## src/nrtp_pkg.sv

```systemverilog
// Shared types, constants and codes for the nested region time profiler.
package nrtp_pkg;

   localparam int STACK_DEPTH = 10;
   localparam int NUM_REGIONS = 16;
   localparam int QUEUE_DEPTH = 2;

   localparam int LVL_W     = $clog2(STACK_DEPTH + 1);
   localparam int IDX_W     = (STACK_DEPTH > 1) ? $clog2(STACK_DEPTH) : 1;
   localparam int TYPE_IDX_W = (NUM_REGIONS > 1) ? $clog2(NUM_REGIONS) : 1;
   localparam int QPTR_W    = (QUEUE_DEPTH > 1) ? $clog2(QUEUE_DEPTH) : 1;
   localparam int QCNT_W    = $clog2(QUEUE_DEPTH + 1);

   localparam int CSR_ADDR_W = 3;
   localparam int CSR_DATA_W = 32;

   typedef enum logic [0:0] {
      CSR_ENABLE = 1'b0
   } csr_index_type;

   typedef enum logic [1:0] {
      MODE_BEGIN = 2'd0,
      MODE_END   = 2'd1,
      MODE_READ  = 2'd2,
      MODE_NOP   = 2'd3
   } mode_type;

   typedef enum logic [2:0] {
      ST_OK        = 3'd0,
      ST_OVERFLOW  = 3'd1,
      ST_UNDERFLOW = 3'd2,
      ST_DISABLED  = 3'd3,
      ST_BADTYPE   = 3'd4
   } status_type;

   typedef enum logic [1:0] {
      OP_NONE = 2'd0,
      OP_PUSH = 2'd1,
      OP_POP  = 2'd2,
      OP_READ = 2'd3
   } op_type;

   typedef struct packed {
      logic [1:0]  mode;
      logic [3:0]  region_type;
      logic [31:0] time_now;
   } req_type;

   typedef struct packed {
      logic [2:0]  status;
      logic [47:0] count_value;
      logic [3:0]  stack_level;
   } rsp_type;

   // Classified command passed from the front end to the back end.
   typedef struct packed {
      op_type             op;
      status_type         status;
      logic [3:0]         region_type;
      logic [31:0]        time_now;
      logic [LVL_W-1:0]   level_before;
      logic [LVL_W-1:0]   level_after;
   } cmd_type;

endpackage

```

## src/nested_region_time_profiler.sv

```systemverilog
// Top level of the nested region time profiler: CSR port, front end, queue, back end.
//
//   channel   direction  handshake                        payload
//   request   in         start & !busy                    req_data (mode, region_type, time_now)
//   response  out        rsp_strobe, one cycle, no stall  rsp_data (status, count_value, level)
//   csr       in/out     psel & penable & pwrite, APB     pwdata / prdata, enable at 0x0
//
// One request is accepted per cycle while busy is low; its response goes through the
// queue write, the stack stage, then the totals stage together with the output register.
// Stack push/pop and the elapsed-time subtract share the stack stage; the 48-bit
// total add is in the totals stage. busy rises only when the command queue is full,
// which never happens since the back end drains one command every cycle.
// Reset is synchronous: stack level, queue, valid bits of the totals and enable clear,
// so all totals read as zero with no clearing pass.
module nested_region_time_profiler (
   input  logic                              clock,
   input  logic                              reset,
   input  logic                              start,
   output logic                              busy,
   input  nrtp_pkg::req_type                 req_data,
   output logic                              rsp_strobe,
   output nrtp_pkg::rsp_type                 rsp_data,
   input  logic                              psel,
   input  logic                              penable,
   input  logic                              pwrite,
   input  logic [nrtp_pkg::CSR_ADDR_W-1:0]   paddr,
   input  logic [nrtp_pkg::CSR_DATA_W-1:0]   pwdata,
   output logic [nrtp_pkg::CSR_DATA_W-1:0]   prdata,
   output logic                              pready
);

   logic              enable_ff;
   logic              csr_write;
   logic              accept;
   logic              cmd_write;
   nrtp_pkg::cmd_type cmd_in;
   logic              q_full;
   logic              q_valid;
   nrtp_pkg::cmd_type q_cmd;

   // Register index is the word address; byte offset bits are ignored.
   assign pready    = 1'b1;
   assign csr_write = psel && penable && pwrite && pready;
   assign prdata    = (paddr[2] == nrtp_pkg::CSR_ENABLE)
                      ? {{(nrtp_pkg::CSR_DATA_W-1){1'b0}}, enable_ff}
                      : '0;

   always_ff @(posedge clock) begin
      if (reset) begin
         enable_ff <= 1'b0;
      end else if (csr_write && paddr[2] == nrtp_pkg::CSR_ENABLE) begin
         enable_ff <= pwdata[0];
      end
   end

   // Hold off new requests only while the queue is full.
   assign busy   = q_full;
   assign accept = start && !busy;

   nrtp_front u_front (
      .clock     (clock),
      .reset     (reset),
      .accept    (accept),
      .req_data  (req_data),
      .enable    (enable_ff),
      .cmd_write (cmd_write),
      .cmd       (cmd_in)
   );

   nrtp_queue u_queue (
      .clock    (clock),
      .reset    (reset),
      .wr_en    (cmd_write),
      .wr_data  (cmd_in),
      .full     (q_full),
      .rd_valid (q_valid),
      .rd_data  (q_cmd)
   );

   // Drain one command per cycle; the response side never stalls.
   nrtp_back u_back (
      .clock      (clock),
      .reset      (reset),
      .cmd_valid  (q_valid),
      .cmd        (q_cmd),
      .rsp_strobe (rsp_strobe),
      .rsp_data   (rsp_data)
   );

endmodule

```

## src/nrtp_front.sv

```systemverilog
// Front end: classify each request and track the stack level.
module nrtp_front (
   input  logic             clock,
   input  logic             reset,
   input  logic             accept,
   input  nrtp_pkg::req_type req_data,
   input  logic             enable,
   output logic             cmd_write,
   output nrtp_pkg::cmd_type cmd
);

   logic [nrtp_pkg::LVL_W-1:0] level_ff;
   logic [nrtp_pkg::LVL_W-1:0] level_in;
   logic                       bad_type;

   assign bad_type = (32'(req_data.region_type) >= nrtp_pkg::NUM_REGIONS);

   always_comb begin
      cmd.op           = nrtp_pkg::OP_NONE;
      cmd.status       = nrtp_pkg::ST_OK;
      cmd.region_type  = req_data.region_type;
      cmd.time_now     = req_data.time_now;
      cmd.level_before = level_ff;
      level_in         = level_ff;
      unique case (nrtp_pkg::mode_type'(req_data.mode))
         nrtp_pkg::MODE_BEGIN: begin
            if (!enable) begin
               cmd.status = nrtp_pkg::ST_DISABLED;
            end else if (32'(level_ff) >= nrtp_pkg::STACK_DEPTH) begin
               cmd.status = nrtp_pkg::ST_OVERFLOW;
            end else if (bad_type) begin
               cmd.status = nrtp_pkg::ST_BADTYPE;
            end else begin
               cmd.op   = nrtp_pkg::OP_PUSH;
               level_in = level_ff + nrtp_pkg::LVL_W'(1);
            end
         end
         nrtp_pkg::MODE_END: begin
            if (!enable) begin
               cmd.status = nrtp_pkg::ST_DISABLED;
            end else if (level_ff == '0) begin
               cmd.status = nrtp_pkg::ST_UNDERFLOW;
            end else begin
               cmd.op   = nrtp_pkg::OP_POP;
               level_in = level_ff - nrtp_pkg::LVL_W'(1);
            end
         end
         nrtp_pkg::MODE_READ: begin
            if (bad_type) begin
               cmd.status = nrtp_pkg::ST_BADTYPE;
            end else begin
               cmd.op = nrtp_pkg::OP_READ;
            end
         end
         default: begin
            cmd.op = nrtp_pkg::OP_NONE;
         end
      endcase
      cmd.level_after = level_in;
   end

   assign cmd_write = accept;

   always_ff @(posedge clock) begin
      if (reset) begin
         level_ff <= '0;
      end else if (accept) begin
         level_ff <= level_in;
      end
   end

endmodule

```

## src/nrtp_queue.sv

```systemverilog
// Short command queue between the front end and the back end.
module nrtp_queue (
   input  logic              clock,
   input  logic              reset,
   input  logic              wr_en,
   input  nrtp_pkg::cmd_type wr_data,
   output logic              full,
   output logic              rd_valid,
   output nrtp_pkg::cmd_type rd_data
);

   nrtp_pkg::cmd_type             mem_ff [nrtp_pkg::QUEUE_DEPTH];
   logic [nrtp_pkg::QPTR_W-1:0]   wr_ptr_ff;
   logic [nrtp_pkg::QPTR_W-1:0]   rd_ptr_ff;
   logic [nrtp_pkg::QCNT_W-1:0]   count_ff;
   logic                          rd_en;

   assign full     = (32'(count_ff) == nrtp_pkg::QUEUE_DEPTH);
   assign rd_valid = (count_ff != '0);
   assign rd_en    = rd_valid;
   assign rd_data  = mem_ff[rd_ptr_ff];

   function automatic logic [nrtp_pkg::QPTR_W-1:0] next_ptr(
      input logic [nrtp_pkg::QPTR_W-1:0] ptr);
      logic [nrtp_pkg::QPTR_W-1:0] res;
      if (32'(ptr) == nrtp_pkg::QUEUE_DEPTH - 1) begin
         res = '0;
      end else begin
         res = ptr + nrtp_pkg::QPTR_W'(1);
      end
      return res;
   endfunction

   always_ff @(posedge clock) begin
      if (wr_en) begin
         mem_ff[wr_ptr_ff] <= wr_data;
      end
   end

   always_ff @(posedge clock) begin
      if (reset) begin
         wr_ptr_ff <= '0;
         rd_ptr_ff <= '0;
         count_ff  <= '0;
      end else begin
         if (wr_en) begin
            wr_ptr_ff <= next_ptr(wr_ptr_ff);
         end
         if (rd_en) begin
            rd_ptr_ff <= next_ptr(rd_ptr_ff);
         end
         if (wr_en && !rd_en) begin
            count_ff <= count_ff + nrtp_pkg::QCNT_W'(1);
         end else if (!wr_en && rd_en) begin
            count_ff <= count_ff - nrtp_pkg::QCNT_W'(1);
         end
      end
   end

`ifndef SYNTHESIS
   a_no_write_when_full: assert property (@(posedge clock) disable iff (reset)
      full |-> !wr_en || rd_en)
      else $error("queue written while full");
`endif

endmodule

```

## src/nrtp_back.sv

```systemverilog
// Back end: region stack, elapsed-time charging and per-region totals.
module nrtp_back (
   input  logic              clock,
   input  logic              reset,
   input  logic              cmd_valid,
   input  nrtp_pkg::cmd_type cmd,
   output logic              rsp_strobe,
   output nrtp_pkg::rsp_type rsp_data
);

   // Stage 1: stack
   logic [3:0]  types_ff  [nrtp_pkg::STACK_DEPTH];
   logic [31:0] starts_ff [nrtp_pkg::STACK_DEPTH];

   logic [nrtp_pkg::IDX_W-1:0] top_idx;
   logic [nrtp_pkg::IDX_W-1:0] push_idx;
   logic [nrtp_pkg::IDX_W-1:0] below_idx;
   logic                       charge_in;

   logic                              s1_valid_ff;
   nrtp_pkg::op_type                  s1_op_ff;
   nrtp_pkg::status_type              s1_status_ff;
   logic                              s1_charge_ff;
   logic [nrtp_pkg::TYPE_IDX_W-1:0]   s1_addr_ff;
   logic [31:0]                       s1_diff_ff;
   logic [nrtp_pkg::LVL_W-1:0]        s1_level_ff;

   // Stage 2: totals
   logic [47:0]                  totals_ff [nrtp_pkg::NUM_REGIONS];
   logic [nrtp_pkg::NUM_REGIONS-1:0] totals_vld_ff;
   logic [47:0]                  total_rd;

   logic              rsp_strobe_ff;
   nrtp_pkg::rsp_type rsp_data_ff;

   assign top_idx   = nrtp_pkg::IDX_W'(cmd.level_before - nrtp_pkg::LVL_W'(1));
   assign push_idx  = nrtp_pkg::IDX_W'(cmd.level_before);
   assign below_idx = nrtp_pkg::IDX_W'(cmd.level_before - nrtp_pkg::LVL_W'(2));
   assign charge_in = ((cmd.op == nrtp_pkg::OP_PUSH) || (cmd.op == nrtp_pkg::OP_POP))
                      && (cmd.level_before != '0);

   always_ff @(posedge clock) begin
      if (cmd_valid && cmd.op == nrtp_pkg::OP_PUSH) begin
         types_ff[push_idx]  <= cmd.region_type;
         starts_ff[push_idx] <= cmd.time_now;
      end else if (cmd_valid && cmd.op == nrtp_pkg::OP_POP
                   && cmd.level_before > nrtp_pkg::LVL_W'(1)) begin
         // restart the timer of the region beneath
         starts_ff[below_idx] <= cmd.time_now;
      end
   end

   always_ff @(posedge clock) begin
      if (reset) begin
         s1_valid_ff <= 1'b0;
      end else begin
         s1_valid_ff <= cmd_valid;
      end
      s1_op_ff     <= cmd.op;
      s1_status_ff <= cmd.status;
      s1_charge_ff <= charge_in;
      s1_addr_ff   <= charge_in ? nrtp_pkg::TYPE_IDX_W'(types_ff[top_idx])
                                : nrtp_pkg::TYPE_IDX_W'(cmd.region_type);
      s1_diff_ff   <= cmd.time_now - starts_ff[top_idx];
      s1_level_ff  <= cmd.level_after;
   end

   assign total_rd = totals_vld_ff[s1_addr_ff] ? totals_ff[s1_addr_ff] : 48'd0;

   always_ff @(posedge clock) begin
      if (s1_valid_ff && s1_charge_ff) begin
         totals_ff[s1_addr_ff] <= total_rd + 48'(s1_diff_ff);
      end
   end

   always_ff @(posedge clock) begin
      if (reset) begin
         totals_vld_ff <= '0;
         rsp_strobe_ff <= 1'b0;
      end else begin
         if (s1_valid_ff && s1_charge_ff) begin
            totals_vld_ff[s1_addr_ff] <= 1'b1;
         end
         rsp_strobe_ff <= s1_valid_ff;
      end
      rsp_data_ff.status      <= s1_status_ff;
      rsp_data_ff.count_value <= (s1_op_ff == nrtp_pkg::OP_READ) ? total_rd : 48'd0;
      rsp_data_ff.stack_level <= 4'(s1_level_ff);
   end

   assign rsp_strobe = rsp_strobe_ff;
   assign rsp_data   = rsp_data_ff;

`ifndef SYNTHESIS
   a_pop_nonempty: assert property (@(posedge clock) disable iff (reset)
      cmd_valid && cmd.op == nrtp_pkg::OP_POP |-> cmd.level_before != '0)
      else $error("pop issued on an empty stack");
   a_push_room: assert property (@(posedge clock) disable iff (reset)
      cmd_valid && cmd.op == nrtp_pkg::OP_PUSH
      |-> 32'(cmd.level_before) < nrtp_pkg::STACK_DEPTH)
      else $error("push issued on a full stack");
   a_rsp_follows: assert property (@(posedge clock) disable iff (reset)
      cmd_valid |-> ##2 rsp_strobe)
      else $error("command produced no response");
`endif

endmodule
```

## config.mk

```make
export PLATFORM = sky130hd
export DESIGN_NAME = nested_region_time_profiler
export DESIGN_NICKNAME = d
export VERILOG_FILES = /design/src/nrtp_pkg.sv /design/src/nested_region_time_profiler.sv /design/src/nrtp_front.sv /design/src/nrtp_queue.sv /design/src/nrtp_back.sv
export SDC_FILE = /design/constraint.sdc
export NUM_CORES = 2
export LEC_CHECK = 0
export BUFFER_PORTS_ARGS = -buffer_cell sky130_fd_sc_hd__buf_2
export CORE_MARGIN = 5
export CORE_UTILIZATION = 30
export CTS_CLUSTER_SIZE = 14
export DETAILED_ROUTE_END_ITERATION = 12
export PLACE_DENSITY = 0.53
export SKIP_CTS_REPAIR_TIMING = 1
export SYNTH_ARGS = -nofsm -noshare
export SYNTH_HDL_FRONTEND = slang
export SYNTH_SLANG_ARGS = --single-unit
```

## constraint.sdc

```tcl
create_clock -name clock -period 10.25 [get_ports clock]
set_clock_uncertainty 0.2 [all_clocks]
set_input_delay 0.5125 -clock clock [delete_from_list [all_inputs] [get_ports clock]]
set_output_delay 0.5125 -clock clock [all_outputs]
set_load 0.01 [all_outputs]
```

After elaboration in Yosys (flattened, before gate mapping)
Memory sizes are Yosys's and may differ from the RTL's. A register that Yosys moved wholly into a read port is not among the register bits.
Index checks and enable logic that the tools add are counted.
{ "word_totals": {"ff_bits": 128, "latch_bits": 0, "ramBits": 1226, "rom_bits": 0, "in_bits": 79, "output_inout_bits": 90, "word_cells": 105, "memories": 4} }
{ "op_classes": {"n_addsub": 10, "multipliers": 0, "div": 0, "magnitude_cmp": 4, "eq_ne": 6, "n_shift": 0, "muxes": 40, "bitwise_logic": 2, "reduce_logical": 22} }
{ "memory_table": {"columns": ["name", "depth", "width", "read_ports", "rd_ports_with_merged_regs", "wr", "line", "text"], "rows": [
  ["u_back.totals_ff", 16, 48, 1, 1, 1, "nrtp_back.sv:29", "logic [47:0] totals_ff [nrtp_pkg::NUM_REGIONS];"],
  ["u_back.starts_ff", 10, 32, 1, 0, 1, "nrtp_back.sv:13", "logic [31:0] starts_ff [nrtp_pkg::STACK_DEPTH];"],
  ["u_queue.mem_ff", 2, 49, 1, 1, 1, "nrtp_queue.sv:12", "nrtp_pkg::cmd_type mem_ff [nrtp_pkg::QUEUE_DEPTH];"],
  ["u_back.types_ff", 10, 4, 1, 0, 1, "nrtp_back.sv:12", "logic [3:0] types_ff [nrtp_pkg::STACK_DEPTH];"]
]} }
{ "op_table": {"columns": ["op", "n"], "rows": [
  ["48-bit by 32-bit adder with 48-bit output", 1],
  ["48-bit 2-to-1 mux", 1],
  ["32-bit 2-to-1 mux", 1],
  ["32-bit OR reduction", 1],
  ["32-bit subtractor", 1],
  ["4-bit 2-to-1 mux", 6],
  ["1-bit 2-to-1 mux", 20],
  ["16-bit bitwise OR", 1],
  ["1-bit logical AND", 12],
  ["2-bit 2-to-1 mux", 5],
  ["2-bit equality test, second input constant", 4],
  ["4-bit case mux with 2 select lines", 1],
  ["4-bit by 1-bit subtractor with 4-bit output, second input constant", 2],
  ["3-bit 2-to-1 mux", 2],
  ["2-bit case mux with 3 select lines", 1],
  ["3-bit case mux with 2 select lines", 1],
  ["4-bit by 5-bit < comparator with 1-bit output, second input constant", 1],
  ["4-bit by 1-bit adder with 4-bit output, second input constant", 1],
  ["1-bit binary-select mux with 4-bit select", 1],
  ["1-bit demux with 4-bit select", 1],
  ["2-bit by 1-bit equality test with 1-bit output, second input constant", 2],
  ["4-bit by 1-bit greater-or-equal comparator with 1-bit output, second input constant", 1],
  ["4-bit greater-or-equal comparator, second input constant", 1],
  ["4-bit by 1-bit > comparator with 1-bit output, second input constant", 1],
  ["other kinds (11)", 15]
]} }

Logic depth before layout (Yosys ltp)
{ "depth": {"ltp_word": 8, "depth_mapped": 23, "mapped_depth_nobuf": 16} }

Hierarchy
Synthesis repeated with hierarchy kept, for this count alone.
{ "unflattened": {"hier_cells": 2887, "area_unflattened_um2": 55056.6} }
{ "modules_own_cells": {"columns": ["module", "n_inst", "cells_each", "area_each_um2", "seq_area_each_um2"], "rows": [
  ["nrtp_back", 1, 2571, 50235.7, 36254.8],
  ["nrtp_queue", 1, 174, 3739.8, 3042.9],
  ["nrtp_front", 1, 101, 765.7, 80.1],
  ["nested_region_time_profiler", 1, 41, 315.3, 20.0]
]} }

Least setup slack after synthesis
OpenSTA, ideal clock, no wires.
{ "synth_path": {"kind": "register to register", "from": "register with a tool-made name", "to": "register u_back.s1_diff_ff[30]", "setup_time_ns": 0.073, "t_arrival_ns": 5.859, "required_ns": 9.977, "slack_ns": 4.119, "stages_incl_launch_ff": 23, "n_path_buf": 8, "period_less_slack_ns": 6.131, "cell_sequence": "dfxtp_1 > mux2i_1 > buf_4 > buf_2 > buf_2 > clkbuf_1 > buf_2 > ha_1 > clkbuf_1 > clkbuf_1 > clkbuf_1 > mux4_2 > mux2_2 > o21ai_0 > ha_1 > nor2b_1 > o31a_1 > nor3_1 > o31ai_1 > a2111oi_0 > o21ai_0 > a41oi_1 > xnor2_1"} }
{ "synth_rtl": {"columns": ["item", "line", "text"], "rows": [
  ["to (signal assigned)", "nrtp_back.sv:64", "s1_diff_ff <= cmd.time_now - starts_ff[top_idx];"],
  ["to (decl)", "nrtp_back.sv:25", "logic [31:0] s1_diff_ff;"]
]} }

Worst setup path after layout
{ "layout_path": {"from": "register u_back.s1_addr_ff[0] (netlist bit)", "to": "memory u_back.totals_ff[13][36], data pin"} }
{ "layout_via": {"elab_chain_len": 4} }
{ "layout_rtl": {"columns": ["item", "line", "text"], "rows": [
  ["from (decl)", "nrtp_back.sv:24", "logic [nrtp_pkg::TYPE_IDX_W-1:0] s1_addr_ff;"],
  ["from (signal assigned)", "nrtp_back.sv:62", "s1_addr_ff <= charge_in ? nrtp_pkg::TYPE_IDX_W'(types_ff[top_idx])"],
  ["1-bit binary-select mux with 4-bit select", "nrtp_back.sv:68", "assign total_rd = totals_vld_ff[s1_addr_ff] ? totals_ff[s1_addr_ff] : 48'd0;"],
  ["1-bit 2-to-1 mux (implied by the code)", "nrtp_back.sv:68", null],
  ["48-bit 2-to-1 mux", "nrtp_back.sv:68", null],
  ["via u_back.total_rd[4]", "nrtp_back.sv:31", "logic [47:0] total_rd;"],
  ["48-bit by 32-bit adder with 48-bit output", "nrtp_back.sv:72", "totals_ff[s1_addr_ff] <= total_rd + 48'(s1_diff_ff);"],
  ["to (decl)", "nrtp_back.sv:29", null]
]} }
The timed path passes the listed nets, and every way through them passes these cells. The select of a mux whose other input is x is not followed.

==> results.py <==
metrics = {
    "critical_path": {
        "cp-end-kind": "register",
        "r2r_end": "u_back.totals_ff[13][36]$_DFFE_PP_",
        "critPathMaxFanout": 40,
        "ff2ff_path_depth": 14,
        "critPathLaunchType": "register",
        "worst-setup-path-type": "reg -> reg",
        "crit_path_start": "u_back.s1_addr_ff[0]$_DFF_P_",
        "worstPathArrival_ns": 7.46,
        "r2r_setup_slack_ns": 3.00,
        "crit_required_ns": 10.46,
        "r2r-start": "u_back.s1_addr_ff[0]$_DFF_P_",
    },
    "timing": {
        "setup_violations": 0,
        "max_freq_mhz": 138,
        "hold_ws_ns": 0.0347,
        "tns_ns": 0,
        "fin_crit_ns": 7.25,
        "slew-limit-headroom_pct": 15.2,
        "worst_slew_pin_slew_ns": 1.26,
        "rsz0062_at_grt": "false",
        "slew_violations": 0,
        "fin_crit_sh_pct": 70.7,
        "hold_viol_final": 0,
    },
    "finish": {
        "drive_gt1_share_pct": 24.7,
        "n_antenna_cell": 0,
        "final_nets": 3256,
        "area_delta_synth_final_pct": 15.7,
        "stdcell_count": 5588,
        "nFillCells": 16985,
        "multi_input_area_mm2": 0.0145,
        "seq_area_mm2": 0.0393,
    },
    "status": {
        "status": "finished clean",
    },
    "yosys": {
        "synthFlopType": "edfxtp_1",
        "synth_top_area_cell": "edfxtp_1",
        "async_flop_share_pct": 0,
        "synth_compound_area_share_pct": 3.42,
        "synth_common_cells": "1224 x edfxtp_1, 291 x mux4_2, 136 x nor2_1",
        "yosys_warnings": 0,
        "synth_top_family_by_area": "multiplexers",
        "synth_cells": 2885,
        "netlist_top_cells_area": "edfxtp_1 67%, mux4_2 12%, dfxtp_1 4.7%",
        "synth-xor-area-share_pct": 1.22,
        "syn_area_mm2": 0.0545,
        "yosysSeqAreaShare_pct": 72.1,
        "yosys.area_share.simple_pct": 4.36,
        "ys_types": 76,
        "post-synth-top-count-cell": "edfxtp_1",
        "synth-seq-cells": 1351,
        "muxShareOfSynthArea_pct": 15.2,
        "synth_edf_count": 1224,
        "synth_fa_ha_area_share_pct": 1.80,
        "post_synth.cell_area_avg_um2": 18.9,
        "synth_top_area_share_pct": 67.5,
    },
    "hold_path": {
        "min_to": "enable_ff$_SDFFE_PP0P_",
        "min_from": "reset",
        "min_path_cells": 2,
        "hold_path.class": "in -> reg",
    },
    "drt": {
        "wire_per_inst_um": 23.1,
        "detail-route-antenna-nets": 0,
        "drt_wl_total_mm": 129,
        "drt_iter0_markers": 1987,
        "firstDrtPassIters": 5,
        "vias": 26920,
        "avgViaCountPerCell": 4.82,
        "drc": 0,
    },
    "placement": {
        "place.gp.congestion": 0.801,
        "place_hpwl_mm": 74.2,
        "place_inst": 5285,
        "portBuffers": 102,
    },
    "pwr": {
        "power.leakage_nw": 20.7,
        "power_mw": 18.2,
        "peakVddDrop_mv": 0.193,
        "powerDensity_mw_per_mm2": 289,
    },
    "floorplan": {
        "ios": 169,
        "die_w_um": 436,
        "core-area_mm2": 0.181,
        "rows": 156,
        "dieArea_mm2": 0.190,
        "initial_utilization_pct": 30.1,
        "dieHeight_um": 436,
    },
    "global_routing": {
        "grt_pass1_vias": 27995,
        "grt_max_degree": 116,
        "grt-ovfl-total": 0,
        "grt_first_pass_wirelength_mm": 189,
        "antenna_found_initial": 2,
        "track_usage_pct": 13.3,
    },
    "clock_network": {
        "cts_max_level": 4,
        "clk_pin_slew_ns": 0.06,
        "cts.sinks": 1351,
        "tritoncts": "built",
        "insertion_delay_ns": 0.77,
        "clock_path_buffers": 3,
        "cts-buffers-inserted": 143,
        "cts.root.buffer_cell": "clkbuf_16",
    },
    "flow_run": {
        "max-cap-violations": 0,
    },
}
metrics by stage:
step / cell area, µm² / util [%] / setup WS [ns]
CTS: 62600 / 34.7 / 2.81
floorplan: 54600 / - / 4.12
detailed placement: 57900 / 32.0 / 2.86
finish: 63000 / 34.9 / 3.00
global placement: 57900 / 32.0 / 2.91
global route: 63000 / 34.9 / 2.38
cell type report:
| type | count | area share (%) |
|---|---|---|
| Tap cell | 2370 | 4.70 |
| Inverter | 32 | 0.191 |
| Clock buffer | 196 | 6.52 |
| Multi-Input combinational cell | 1375 | 23.0 |
| Clock inverter | 67 | 1.03 |
| Timing Repair Buffer | 197 | 2.16 |
| Sequential cell | 1351 | 62.4 |
report_power, final:
part	leakage, nW	switching (mW)	internal (mW)	total, mW
Combinational	6.33	3.39	2.41	5.80
Sequential	12.0	0.278	6.95	7.22
Clock	2.33	2.15	3.05	5.20
sequential cells by signal (all words and copies together), names as in the netlist, 16 cells and up, named ones only:
signal                cells
u_back.starts_ff        320
u_back.totals_vld_ff     16
u_back.types_ff          40
u_back.totals_ff        768
u_queue.mem_ff           96
u_back.rsp_data          54
u_back.s1_diff_ff        32
critical path, cell delays in order (launching register included):
cell	delay, ns
dfxtp_4	0.77
buf_4	0.54
buf_4	0.75
mux4_2	0.60
mux4_2	0.50
and2_1	0.19
ha_1	0.36
a21o_1	0.19
a221oi_1	0.59
a21o_1	0.32
a2111oi_2	0.12
o21a_1	0.44
o21bai_1	0.34
nor4_1	0.12
xnor2_1	0.84
per-layer routing:
metal  share of wire, %  track usage [%]  up-vias  wire, µm
met5                  0                0        -         0
met4                2.6             4.18        0      3380
met3                3.9             2.11      171      5050
met2                 50             22.8      564     64600
met1                 43             17.5    14184     56000
li1                   -                -    12001         -
how the worst max path moves through the flow:
stage,endpoint
floorplan,u_back.s1_diff_ff[30]$_DFF_P_
global placement,u_back.totals_ff[8][36]$_DFFE_PP_
detailed placement,u_back.totals_ff[10][36]$_DFFE_PP_
CTS,u_back.totals_ff[13][36]$_DFFE_PP_
global route,u_back.totals_ff[3][36]$_DFFE_PP_
finish,u_back.totals_ff[13][36]$_DFFE_PP_
kinds of logic after synthesis:
group           after synthesis
compound gates              288
mux                         412
other cells                   2
flops                      1351
simple gates                490
buf+inv                     190
xor+xnor                     75
fa+ha+maj                    77
cells in the final DEF (no fill, tap or decap), drive strengths merged, types with 47 or more instances in the layout:
cell type  Yosys  routed
clkbuf        70     196
mux4         316     316
buf           88     157
nand2        135     135
o21ai         82      82
nor2         136     136
mux2          75      75
nand3         47      47
ha            75      75
dfxtp        127     127
a21oi         68      68
edfxtp      1224    1224
No activity file was read; power rests on OpenSTA's default activity.
